--- src/rtl/core/tpe_pkg.sv ---
// Types and constants shared by the TCP payload extractor.
// Word layouts for both channels and the fixed header positions.
// No dependencies.
package tpe_pkg;

  typedef struct packed {
    logic [7:0] frame_byte;
    logic       frame_last;
  } tpe_in_t;

  typedef struct packed {
    logic [7:0] payload_byte;
    logic       is_printable;
    logic       payload_last;
  } tpe_out_t;

  localparam int ETH_HEADER_BYTES = 14;
  localparam int WORD_BYTES       = 2;

  // byte positions of captured header fields
  localparam int POS_ETYPE_HI = 12;
  localparam int POS_ETYPE_LO = 13;
  localparam int POS_IHL      = ETH_HEADER_BYTES;
  localparam int POS_TLEN_HI  = ETH_HEADER_BYTES + WORD_BYTES;
  localparam int POS_TLEN_LO  = ETH_HEADER_BYTES + WORD_BYTES + 1;
  localparam int POS_PROTO    = ETH_HEADER_BYTES + 9;
  localparam int TCP_OFF_BYTE = 12;

  localparam logic [15:0] ETHERTYPE_IPV4 = 16'h0800;
  localparam logic [7:0]  PROTO_TCP      = 8'd6;
  localparam logic [7:0]  PRINT_LOW      = 8'h20;
  localparam logic [7:0]  PRINT_HIGH     = 8'h7E;

endpackage

--- src/rtl/core/tpe_header_track.sv ---
// Frame position counter, header field capture and payload window decision.
// Depends on tpe_pkg.
module tpe_header_track #(
  parameter int POSITION_BITS = 16
) (
  input  logic             clk,
  input  logic             rst,
  input  logic             step,
  input  tpe_pkg::tpe_in_t item,
  output logic             emit,
  output tpe_pkg::tpe_out_t result
);
  import tpe_pkg::*;

  // wide enough for the position and for 14 + a 16-bit total length
  localparam int CW = ((POSITION_BITS > 17) ? POSITION_BITS : 17) + 1;
  localparam logic [POSITION_BITS-1:0] POS_MAX = '1;

  logic [POSITION_BITS-1:0] byte_position;
  logic [15:0]              ether_type_word;
  logic [3:0]               ip_header_words;
  logic [15:0]              ip_total_length;
  logic [7:0]               ip_protocol;
  logic [3:0]               tcp_offset_words;
  logic                     payload_done;

  logic [CW-1:0] pos_w;
  logic [CW-1:0] tcp_start;
  logic [CW-1:0] off_pos;
  logic [CW-1:0] pay_start;
  logic [CW-1:0] pay_end;
  logic          at_end;
  logic [7:0]    b;

  assign b         = item.frame_byte;
  assign pos_w     = CW'(byte_position);
  assign tcp_start = CW'(ETH_HEADER_BYTES) + CW'({ip_header_words, 2'b00});
  assign off_pos   = tcp_start + CW'(TCP_OFF_BYTE);
  assign pay_start = tcp_start + CW'({tcp_offset_words, 2'b00});
  assign pay_end   = CW'(ETH_HEADER_BYTES) + CW'(ip_total_length);
  assign at_end    = (pos_w + CW'(1)) == pay_end;

  // header bytes all sit before the first possible payload byte,
  // so the stored fields are already final whenever a byte can emit
  assign emit = (ether_type_word == ETHERTYPE_IPV4) && (ip_protocol == PROTO_TCP) &&
                !payload_done && (byte_position != POS_MAX) &&
                (pos_w > off_pos) && (pos_w >= pay_start) && (pos_w < pay_end);

  always_comb begin
    result.payload_byte = b;
    result.is_printable = (b >= PRINT_LOW) && (b <= PRINT_HIGH);
    result.payload_last = at_end || item.frame_last;
  end

  always_ff @(posedge clk) begin
    if (rst) begin
      byte_position    <= '0;
      ether_type_word  <= '0;
      ip_header_words  <= '0;
      ip_total_length  <= '0;
      ip_protocol      <= '0;
      tcp_offset_words <= '0;
      payload_done     <= 1'b0;
    end else if (step) begin
      if (item.frame_last) begin
        byte_position    <= '0;
        ether_type_word  <= '0;
        ip_header_words  <= '0;
        ip_total_length  <= '0;
        ip_protocol      <= '0;
        tcp_offset_words <= '0;
        payload_done     <= 1'b0;
      end else begin
        if (byte_position != POS_MAX) begin
          byte_position <= byte_position + 1'b1;
        end
        if (byte_position == POSITION_BITS'(POS_ETYPE_HI)) begin
          ether_type_word[15:8] <= b;
        end
        if (byte_position == POSITION_BITS'(POS_ETYPE_LO)) begin
          ether_type_word[7:0] <= b;
        end
        if (byte_position == POSITION_BITS'(POS_IHL)) begin
          ip_header_words <= b[3:0];
        end
        if (byte_position == POSITION_BITS'(POS_TLEN_HI)) begin
          ip_total_length[15:8] <= b;
        end
        if (byte_position == POSITION_BITS'(POS_TLEN_LO)) begin
          ip_total_length[7:0] <= b;
        end
        if (byte_position == POSITION_BITS'(POS_PROTO)) begin
          ip_protocol <= b;
        end
        if (pos_w == off_pos) begin
          tcp_offset_words <= b[7:4];
        end
        if (emit && at_end) begin
          payload_done <= 1'b1;
        end
      end
    end
  end

endmodule

--- src/rtl/core/tpe_out_stage.sv ---
// Result register for the payload channel; holds a word while stalled.
// Depends on tpe_pkg.
module tpe_out_stage (
  input  logic              clk,
  input  logic              rst,
  input  logic              load,
  input  tpe_pkg::tpe_out_t load_word,
  output logic              out_valid,
  input  logic              out_stall,
  output tpe_pkg::tpe_out_t out_word
);
  import tpe_pkg::*;

  always_ff @(posedge clk) begin
    if (rst) begin
      out_valid <= 1'b0;
    end else if (load) begin
      out_valid <= 1'b1;
    end else if (!out_stall) begin
      out_valid <= 1'b0;
    end
  end

  always_ff @(posedge clk) begin
    if (load) begin
      out_word <= load_word;
    end
  end

endmodule

--- src/rtl/core/tcp_payload_extractor_unit.sv ---
// TCP payload extractor: takes Ethernet frame bytes one word per cycle while
// in_stall is low and passes on the TCP payload bytes of IPv4/TCP frames, each
// flagged printable or not, with payload_last on the final one. An accepted
// byte is registered, then judged against the captured header fields and, if
// it is payload, lands in the result register once that register is free to
// take it. One byte is accepted every cycle; in_stall rises only when the
// result register is full and stalled and the pending byte is itself payload.
// Depends on tpe_pkg, tpe_header_track and tpe_out_stage.
module tcp_payload_extractor_unit #(
  parameter int POSITION_BITS = 16
) (
  input  logic              clk,
  input  logic              rst,
  input  logic              in_valid,
  output logic              in_stall,
  input  tpe_pkg::tpe_in_t  in_word,
  output logic              out_valid,
  input  logic              out_stall,
  output tpe_pkg::tpe_out_t out_word
);
  import tpe_pkg::*;

  logic     s1_valid;
  tpe_in_t  s1_word;
  logic     s1_adv;
  logic     emit;
  tpe_out_t result;

  assign s1_adv   = s1_valid && (!emit || !out_valid || !out_stall);
  assign in_stall = s1_valid && !s1_adv;

  always_ff @(posedge clk) begin
    if (rst) begin
      s1_valid <= 1'b0;
    end else if (!in_stall) begin
      s1_valid <= in_valid;
    end
  end

  always_ff @(posedge clk) begin
    if (in_valid && !in_stall) begin
      s1_word <= in_word;
    end
  end

  tpe_header_track #(
    .POSITION_BITS(POSITION_BITS)
  ) u_track (
    .clk   (clk),
    .rst   (rst),
    .step  (s1_adv),
    .item  (s1_word),
    .emit  (emit),
    .result(result)
  );

  tpe_out_stage u_out (
    .clk      (clk),
    .rst      (rst),
    .load     (s1_adv && emit),
    .load_word(result),
    .out_valid(out_valid),
    .out_stall(out_stall),
    .out_word (out_word)
  );

  // input backs up only behind a full, stalled result register
  a_stall_cause: assert property (@(posedge clk) disable iff (rst)
    in_stall |-> (s1_valid && emit && out_valid && out_stall))
    else $error("input stalled without a blocked result");

  a_s1_hold: assert property (@(posedge clk) disable iff (rst)
    (s1_valid && !s1_adv) |=> (s1_valid && $stable(s1_word)))
    else $error("pending byte lost while blocked");

  a_out_drain: assert property (@(posedge clk) disable iff (rst)
    (out_valid && !out_stall && !(s1_adv && emit)) |=> !out_valid)
    else $error("result word repeated after being taken");

endmodule
--- config.mk ---
export PLATFORM = sky130hd
export DESIGN_NAME = tcp_payload_extractor_unit
export DESIGN_NICKNAME = d
export VERILOG_FILES = /design/src/rtl/core/tpe_pkg.sv /design/src/rtl/core/tpe_header_track.sv /design/src/rtl/core/tpe_out_stage.sv /design/src/rtl/core/tcp_payload_extractor_unit.sv
export SDC_FILE = /design/constraint.sdc
export NUM_CORES = 1
export LEC_CHECK = 0
export BUFFER_PORTS_ARGS = -buffer_cell sky130_fd_sc_hd__buf_2
export CORE_MARGIN = 2
export CORE_UTILIZATION = 40
export CTS_BUF_LIST = sky130_fd_sc_hd__clkbuf_4 sky130_fd_sc_hd__clkbuf_8
export CTS_CLUSTER_SIZE = 10
export DETAILED_ROUTE_END_ITERATION = 16
export GPL_ROUTABILITY_DRIVEN = 0
export HOLD_SLACK_MARGIN = 0.12
export REMOVE_ABC_BUFFERS = 1
export SYNTH_ARGS = -nofsm -noshare
export SYNTH_HDL_FRONTEND = slang
export SYNTH_SLANG_ARGS = --single-unit
--- constraint.sdc ---
create_clock -name clk -period 5.25 [get_ports clk]
set_input_delay 1.3125 -clock clk [delete_from_list [all_inputs] [get_ports clk]]
set_output_delay 1.3125 -clock clk [all_outputs]
set_load 0.03 [all_outputs]
==> impl_metrics.csv, run 1 <==
group,metric,value,unit
sta,tightestPinTransition,0.774,ns
yosys,synth-compound-area-share,19.9,%
global_route,antenna_found_initial,0,
worst_setup_path,critPathKind,"reg -> out",
global_route,grt_pass1_vias,3938,
finish,nNetsFinal,574,
sta,finalCritPeriodShare,95.0,%
sta,min_period,4.99,ns
finish,synthToLayoutAreaGrowth,9.34,%
finish,mostFrequentLayoutCells,"dfxtp_1 (67), ha_1 (39), o2bb2ai_1 (37), a21oi_1 (34), nor2_1 (33)",
job,drv_cap,0,
worst_hold_path,hp-class,"reg -> reg",
clock_tree,cts_tree,"built",
finish,regArea,0.00191,mm^2
worst_hold_path,min_path_cells,1,
routing,dr.pass1.iters,5,
sta,holdWs,0.472,ns
routing,drc_errors,0,
sta,finalClockSkew,0.0139,ns
routing,vias_per_cell,5.89,
clock_tree,clockRootBuffer,"clkbuf_8",
worst_setup_path,r2r-start,"u_track.ip_header_words[0]",
global_route,grt-busiest-layer,"met2",
routing,wl_per_cell,18.0,um
clock_tree,cts_max_level,3,
worst_setup_path,cp-end-kind,"output port",
place,hpwl,8.86,mm
finish,layout_commonest_cell,"dfxtp_1",
finish,finish.utilization,44.4,%
routing,totalWireLength,12.1,mm
floorplan,ios,25,
sta,finalHoldViolCount,0,
yosys,yosys_warnings,0,
worst_setup_path,ff2ff_setup_slack,0.81,ns
finish,diodes,0,
floorplan,core,0.0120,mm^2
worst_setup_path,worstPathRequired,3.94,ns
yosys,yosysUniqueCellTypes,57,
routing,initialDrtViolationCount,193,
sta,fmax,0.201,GHz
yosys,synth_edf_count,19,
clock_tree,numCtsBuffers,9,
global_route,met2_usage,30.3,%
yosys,synth.ff_latch_count,86,
floorplan,rows,40,
pwr,power_density,231,mW/mm^2
finish,fillers,1163,
clock_tree,cts.sinks,86,
yosys,synth_flop_cell,"dfxtp_1",
pwr,p_leak,0.00200,uW
global_route,grt_remaining_overflow,0,
clock_tree,clock_path_buffers,2,
yosys,syn_avg_cell_area,9.69,um^2
global_route,grt_start_max_net_pins,29,
floorplan,die_w,114,um
yosys,synth_xor_area_share,8.83,%
finish,multi_input_area,0.00283,mm^2
worst_setup_path,critPathMaxFanout,5,
sta,drv_slew,0,
outcome,status,"finished, final reports clean",
routing,postRouteAntennaNets,0,
yosys,synth-async-reset-ratio,0,%
clock_tree,clock_latency,0.36,ns
global_route,met3_usage,2.96,%
yosys,ys_seq_area_share,39.3,%
sta,setup_viol,0,
global_route,grt_use_met1,27.0,%
floorplan,die_area,0.0131,mm^2
global_route,track_usage,19.6,%
place,portBuffers,24,
yosys,synth_area,0.00486,mm^2
yosys,synthCells,502,
yosys,yosys.area_share.simple,18.4,%
routing,vias,3961,
pwr,ir_worst_vdd,0.135,mV
yosys,synth_fa_ha_area_share,10.4,%
yosys,synth_top_family_by_area,"compound AO/OA/AOI/OAI gates",
worst_setup_path,critPathArrivalTime,3.68,ns
yosys,synthMuxAreaShare,0,%
sta,slew_headroom,48.4,%
clock_tree,clk_pin_slew,0.08,ns
worst_hold_path,min_from,"u_track.ether_type_word[15]",
worst_hold_path,holdPathEnd,"u_track.ether_type_word[15]",
floorplan,initial_core_util,40.6,%
worst_setup_path,worst_setup_path_start_kind,"flop",
worst_setup_path,r2r_cells,16,
finish,drive_gt1_share,11.4,%
global_route,grt_pass1_wl,20.2,mm
floorplan,dieHeight,114,um
worst_setup_path,r2r-end,"u_track.ip_protocol[2]",
-- stage by stage --
step / std cells / area, um^2 / setup TNS (ns) / power, uW / worst slack, ns
2_1_floorplan: 484 / 4770 / 0 / 739 / 1.01
3_3_place_gp: 657 / 5090 / 0 / 768 / 0.482
3_5_place_dp: 657 / 5090 / 0 / 769 / 0.449
4_1_cts: 673 / 5290 / 0 / 1230 / 0.0319
5_1_grt: 673 / 5320 / -0.0132 / 1270 / -0.0132
6_report: 673 / 5320 / 0 / 1230 / 0.262
-- state kept, by name (all words and copies together), names as in the netlist --
register	cells
u_out.out_valid	1
u_track.ether_type_word	16
u_track.ip_total_length	16
u_track.payload_done	1
u_track.ip_header_words	4
u_track.ip_protocol	8
s1_valid	1
u_out.out_word	10
u_track.tcp_offset_words	4
s1_word	9
u_track.byte_position	16
-- worst max-delay path: stages, from the launching register on --
cell	delay (ns)
dfxtp_1	0.41
inv_1	0.11
ha_1	0.24
xor2_2	0.22
inv_1	0.07
ha_1	0.34
a21oi_1	0.23
xor2_1	0.21
ha_1	0.29
a21oi_1	0.17
nor2_1	0.08
a2111oi_2	0.40
o21bai_2	0.16
nand4_1	0.15
inv_1	0.07
buf_2	0.18
-- worst max-delay path by stage --
stage | end | slack, ns | start | cells after the start
floorplan | in_stall | 1.01 | u_track.ip_header_words[0] | 15
finish | in_stall | 0.26 | u_track.ip_header_words[0] | 15
global placement | in_stall | 0.48 | u_track.ip_header_words[0] | 16
global route | in_stall | -0.01 | u_track.ip_header_words[0] | 15
detailed placement | in_stall | 0.45 | u_track.ip_header_words[0] | 16
CTS | in_stall | 0.03 | u_track.ip_header_words[0] | 16
-- what timing repair did --
item,CTS,global route
setup buffers,0,0
resized for setup,0,6
hold buffers,0,0
endpoints found under the setup margin,0,1
-- routing by layer --
layer	wire, um	share of wire (%)
met2	5590	46
met4	335	2.8
met1	5680	47
met5	0	0
met3	536	4.4
-- final cells by class --
| type | count | area share (%) |
|---|---|---|
| clock buffers | 11 | 2.61 |
| multi-input cells | 383 | 53.2 |
| inverters | 15 | 1.06 |
| clock inverters | 5 | 1.15 |
| repair buffers | 26 | 2.54 |
| well taps | 147 | 3.46 |
| flip-flops and latches | 86 | 36.0 |
-- power by group --
part | total, uW | switching [uW] | internal (uW)
Combinational | 61.5 | 44.0 | 17.4
Clock | 472 | 239 | 232
Sequential | 692 | 9.53 | 683
Total | 1230 | 293 | 932
-- cell usage after synthesis (15+ instances only) --
| library cell | count | area, um^2 |
|---|---|---|
| dfxtp_1 | 67 | 1340 |
| edfxtp_1 | 19 | 571 |
| a21oi_1 | 34 | 170 |
| xnor2_1 | 32 | 280 |
| nand2_1 | 29 | 109 |
| nand3_1 | 21 | 105 |
| nor3_1 | 15 | 75.1 |
| nor2_1 | 33 | 124 |
| o2bb2ai_1 | 37 | 324 |
| inv_1 | 15 | 56.3 |
| xor2_1 | 17 | 149 |
| ha_1 | 39 | 488 |
-- logic make-up (layout without fill, tap and decap cells) --
family          Yosys count  after routing
compound gates          134            134
xor+xnor                 49             49
fa+ha+maj                40             40
buf+inv                  33             57
flops                    86             86
other cells               1              1
simple gates            159            159
Power figures use the tool's default switching activity.
==> run 2: changes to the inputs <==
--- a/config.mk
+++ b/config.mk
@@ -8,7 +8,7 @@
 export BUFFER_PORTS_ARGS = -buffer_cell sky130_fd_sc_hd__buf_2
 export CORE_MARGIN = 2
 export CORE_UTILIZATION = 40
-export CTS_BUF_LIST = sky130_fd_sc_hd__clkbuf_4 sky130_fd_sc_hd__clkbuf_8
+export CTS_BUF_LIST = sky130_fd_sc_hd__clkbuf_8 sky130_fd_sc_hd__clkbuf_16
 export CTS_CLUSTER_SIZE = 10
 export DETAILED_ROUTE_END_ITERATION = 16
 export GPL_ROUTABILITY_DRIVEN = 0
==> impl_metrics.csv, run 2 (synthesis gave the netlist of run 1 again) <==
group,metric,value,unit
floorplan,rows,40,
clock_tree,clockRootBuffer,"clkbuf_16",
clock_tree,cts_max_level,3,
sta,fin_tns_setup,0,ns
floorplan,ios,25,
finish,regArea,0.00191,mm^2
worst_setup_path,critPathKind,"reg -> out",
floorplan,initial_core_util,40.6,%
place,portBuffers,24,
pwr,p_total,1380,uW
floorplan,core,0.0120,mm^2
sta,fmax,0.201,GHz
sta,finalHoldViolCount,0,
global_route,grt_pass1_vias,3934,
clock_tree,clk_pin_slew,0.06,ns
worst_setup_path,ff2ff_setup_slack,0.83,ns
place,hpwl,8.86,mm
clock_tree,numCtsBuffers,9,
routing,vias,3986,
sta,rsz0062_at_grt,"no",
routing,initialDrtViolationCount,212,
finish,mostFrequentLayoutCells,"dfxtp_1 (67), ha_1 (39), o2bb2ai_1 (37), a21oi_1 (34), nor2_1 (33)",
sta,finalClockSkew,0.0114,ns
finish,synthToLayoutAreaGrowth,11.1,%
sta,slew_headroom,49.4,%
finish,fillers,1145,
routing,totalWireLength,12.2,mm
global_route,antenna_found_initial,0,
global_route,grt_pass1_wl,20.3,mm
finish,nNetsFinal,574,
sta,tightestPinTransition,0.759,ns
routing,drc_errors,0,
clock_tree,cts_hold_buffers,0,
outcome,status,"finished, final reports clean",
sta,finalCritPeriodShare,94.9,%
global_route,grt_start_max_net_pins,29,
routing,vias_per_cell,5.92,
clock_tree,cts.sinks,86,
worst_setup_path,critPathMaxFanout,5,
job,drv_cap,0,
floorplan,dieHeight,114,um
worst_setup_path,worst_setup_path_start_kind,"flop",
finish,top_regs,"u_track.byte_position: 16 flops, u_track.ether_type_word: 16 flops, u_track.ip_total_length: 16 flops",
sta,setup_viol,0,
floorplan,die_area,0.0131,mm^2
pwr,ir_worst_vdd,0.141,mV
clock_tree,clock_latency,0.34,ns
global_route,track_usage,19.7,%
finish,diodes,0,
finish,drive_gt1_share,10.6,%
sta,holdWs,0.467,ns
routing,postRouteAntennaNets,0,
clock_tree,cts_tree,"built",
worst_setup_path,worstPathRequired,3.94,ns
clock_tree,clock_path_buffers,2,
routing,wl_per_cell,18.1,um
worst_hold_path,hp-class,"reg -> reg",
floorplan,die_w,114,um
routing,dr.pass1.iters,4,
worst_setup_path,cp-end-kind,"output port",
sta,min_period,4.98,ns
finish,layout_commonest_cell,"dfxtp_1",
global_route,grt_remaining_overflow,0,
pwr,power_density,256,mW/mm^2
sta,drv_slew,0,
pwr,p_leak,0.00205,uW
finish,multi_input_area,0.00282,mm^2
worst_setup_path,critPathArrivalTime,3.67,ns
[run 2: cell types whose count changed in the layout (fill, tap and decap cells not counted), sizes merged]
cell	change
clkbuf	-2
inv	+2
[run 2: final timing paths]
check / cells past startpoint / end / startpoint
min: 1 / u_track.ether_type_word[15] / u_track.ether_type_word[15]
max reg2reg: 17 / u_track.ip_total_length[1] / u_track.ip_header_words[0]
max: 16 / in_stall / u_track.ip_header_words[0]
min reg2reg: 1 / u_track.ether_type_word[15] / u_track.ether_type_word[15]
[run 2: where the power goes]
group | total [uW] | internal (uW) | switching, uW
clock | 627 | 367 | 260
sequential | 693 | 683 | 9.56
combinational | 61.4 | 17.4 | 44.0
[run 2: routing by layer]
| metal | wire length [um] | share of wire [%] | track usage [%] | vias up |
|---|---|---|---|---|
| met5 | 0 | 0 | 0 | - |
| met4 | 350 | 2.9 | 9.02 | 0 |
| met3 | 410 | 3.4 | 3.23 | 20 |
| met2 | 5590 | 46 | 30.5 | 83 |
| met1 | 5820 | 48 | 27.0 | 1956 |
| li1 | - | - | - | 1927 |
[run 2: repair_timing]
| item | 4_1_cts | 5_1_grt |
|---|---|---|
| setup buffers | 0 | 0 |
| gates resized for setup | 0 | 4 |
| endpoints found under the setup margin | 0 | 1 |
[run 2: stage by stage]
step	area [um^2]	std cells	utilization [%]	worst slack, ns
finish	5400	673	45.2	0.266
detailed placement	5090	657	42.6	0.449
global placement	5090	657	42.6	0.482
CTS	5390	673	45.0	0.0662
floorplan	4770	484	-	1.01
global route	5400	673	45.2	0.0200
[run 2: final cells by class]
type	count	area share, %
multi-input combinational	383	52.2
sequential	86	35.4
clock buffer	9	4.17
tap	147	3.40
timing repair buffer	26	2.50
clock inverter	7	1.27
inverter	15	1.04
[run 2: worst max-delay path: stages, from the launching register on]
cell and delay (ns):
dfxtp_1 0.40, inv_1 0.11, ha_1 0.24, xor2_2 0.22
inv_1 0.07, ha_1 0.34, a21o_1 0.19, a21oi_1 0.17
xor2_1 0.10, ha_1 0.31, nand4_1 0.10, a211oi_1 0.30
a2111oi_2 0.10, o21bai_2 0.22, nand4_1 0.16, inv_1 0.11
buf_2 0.20
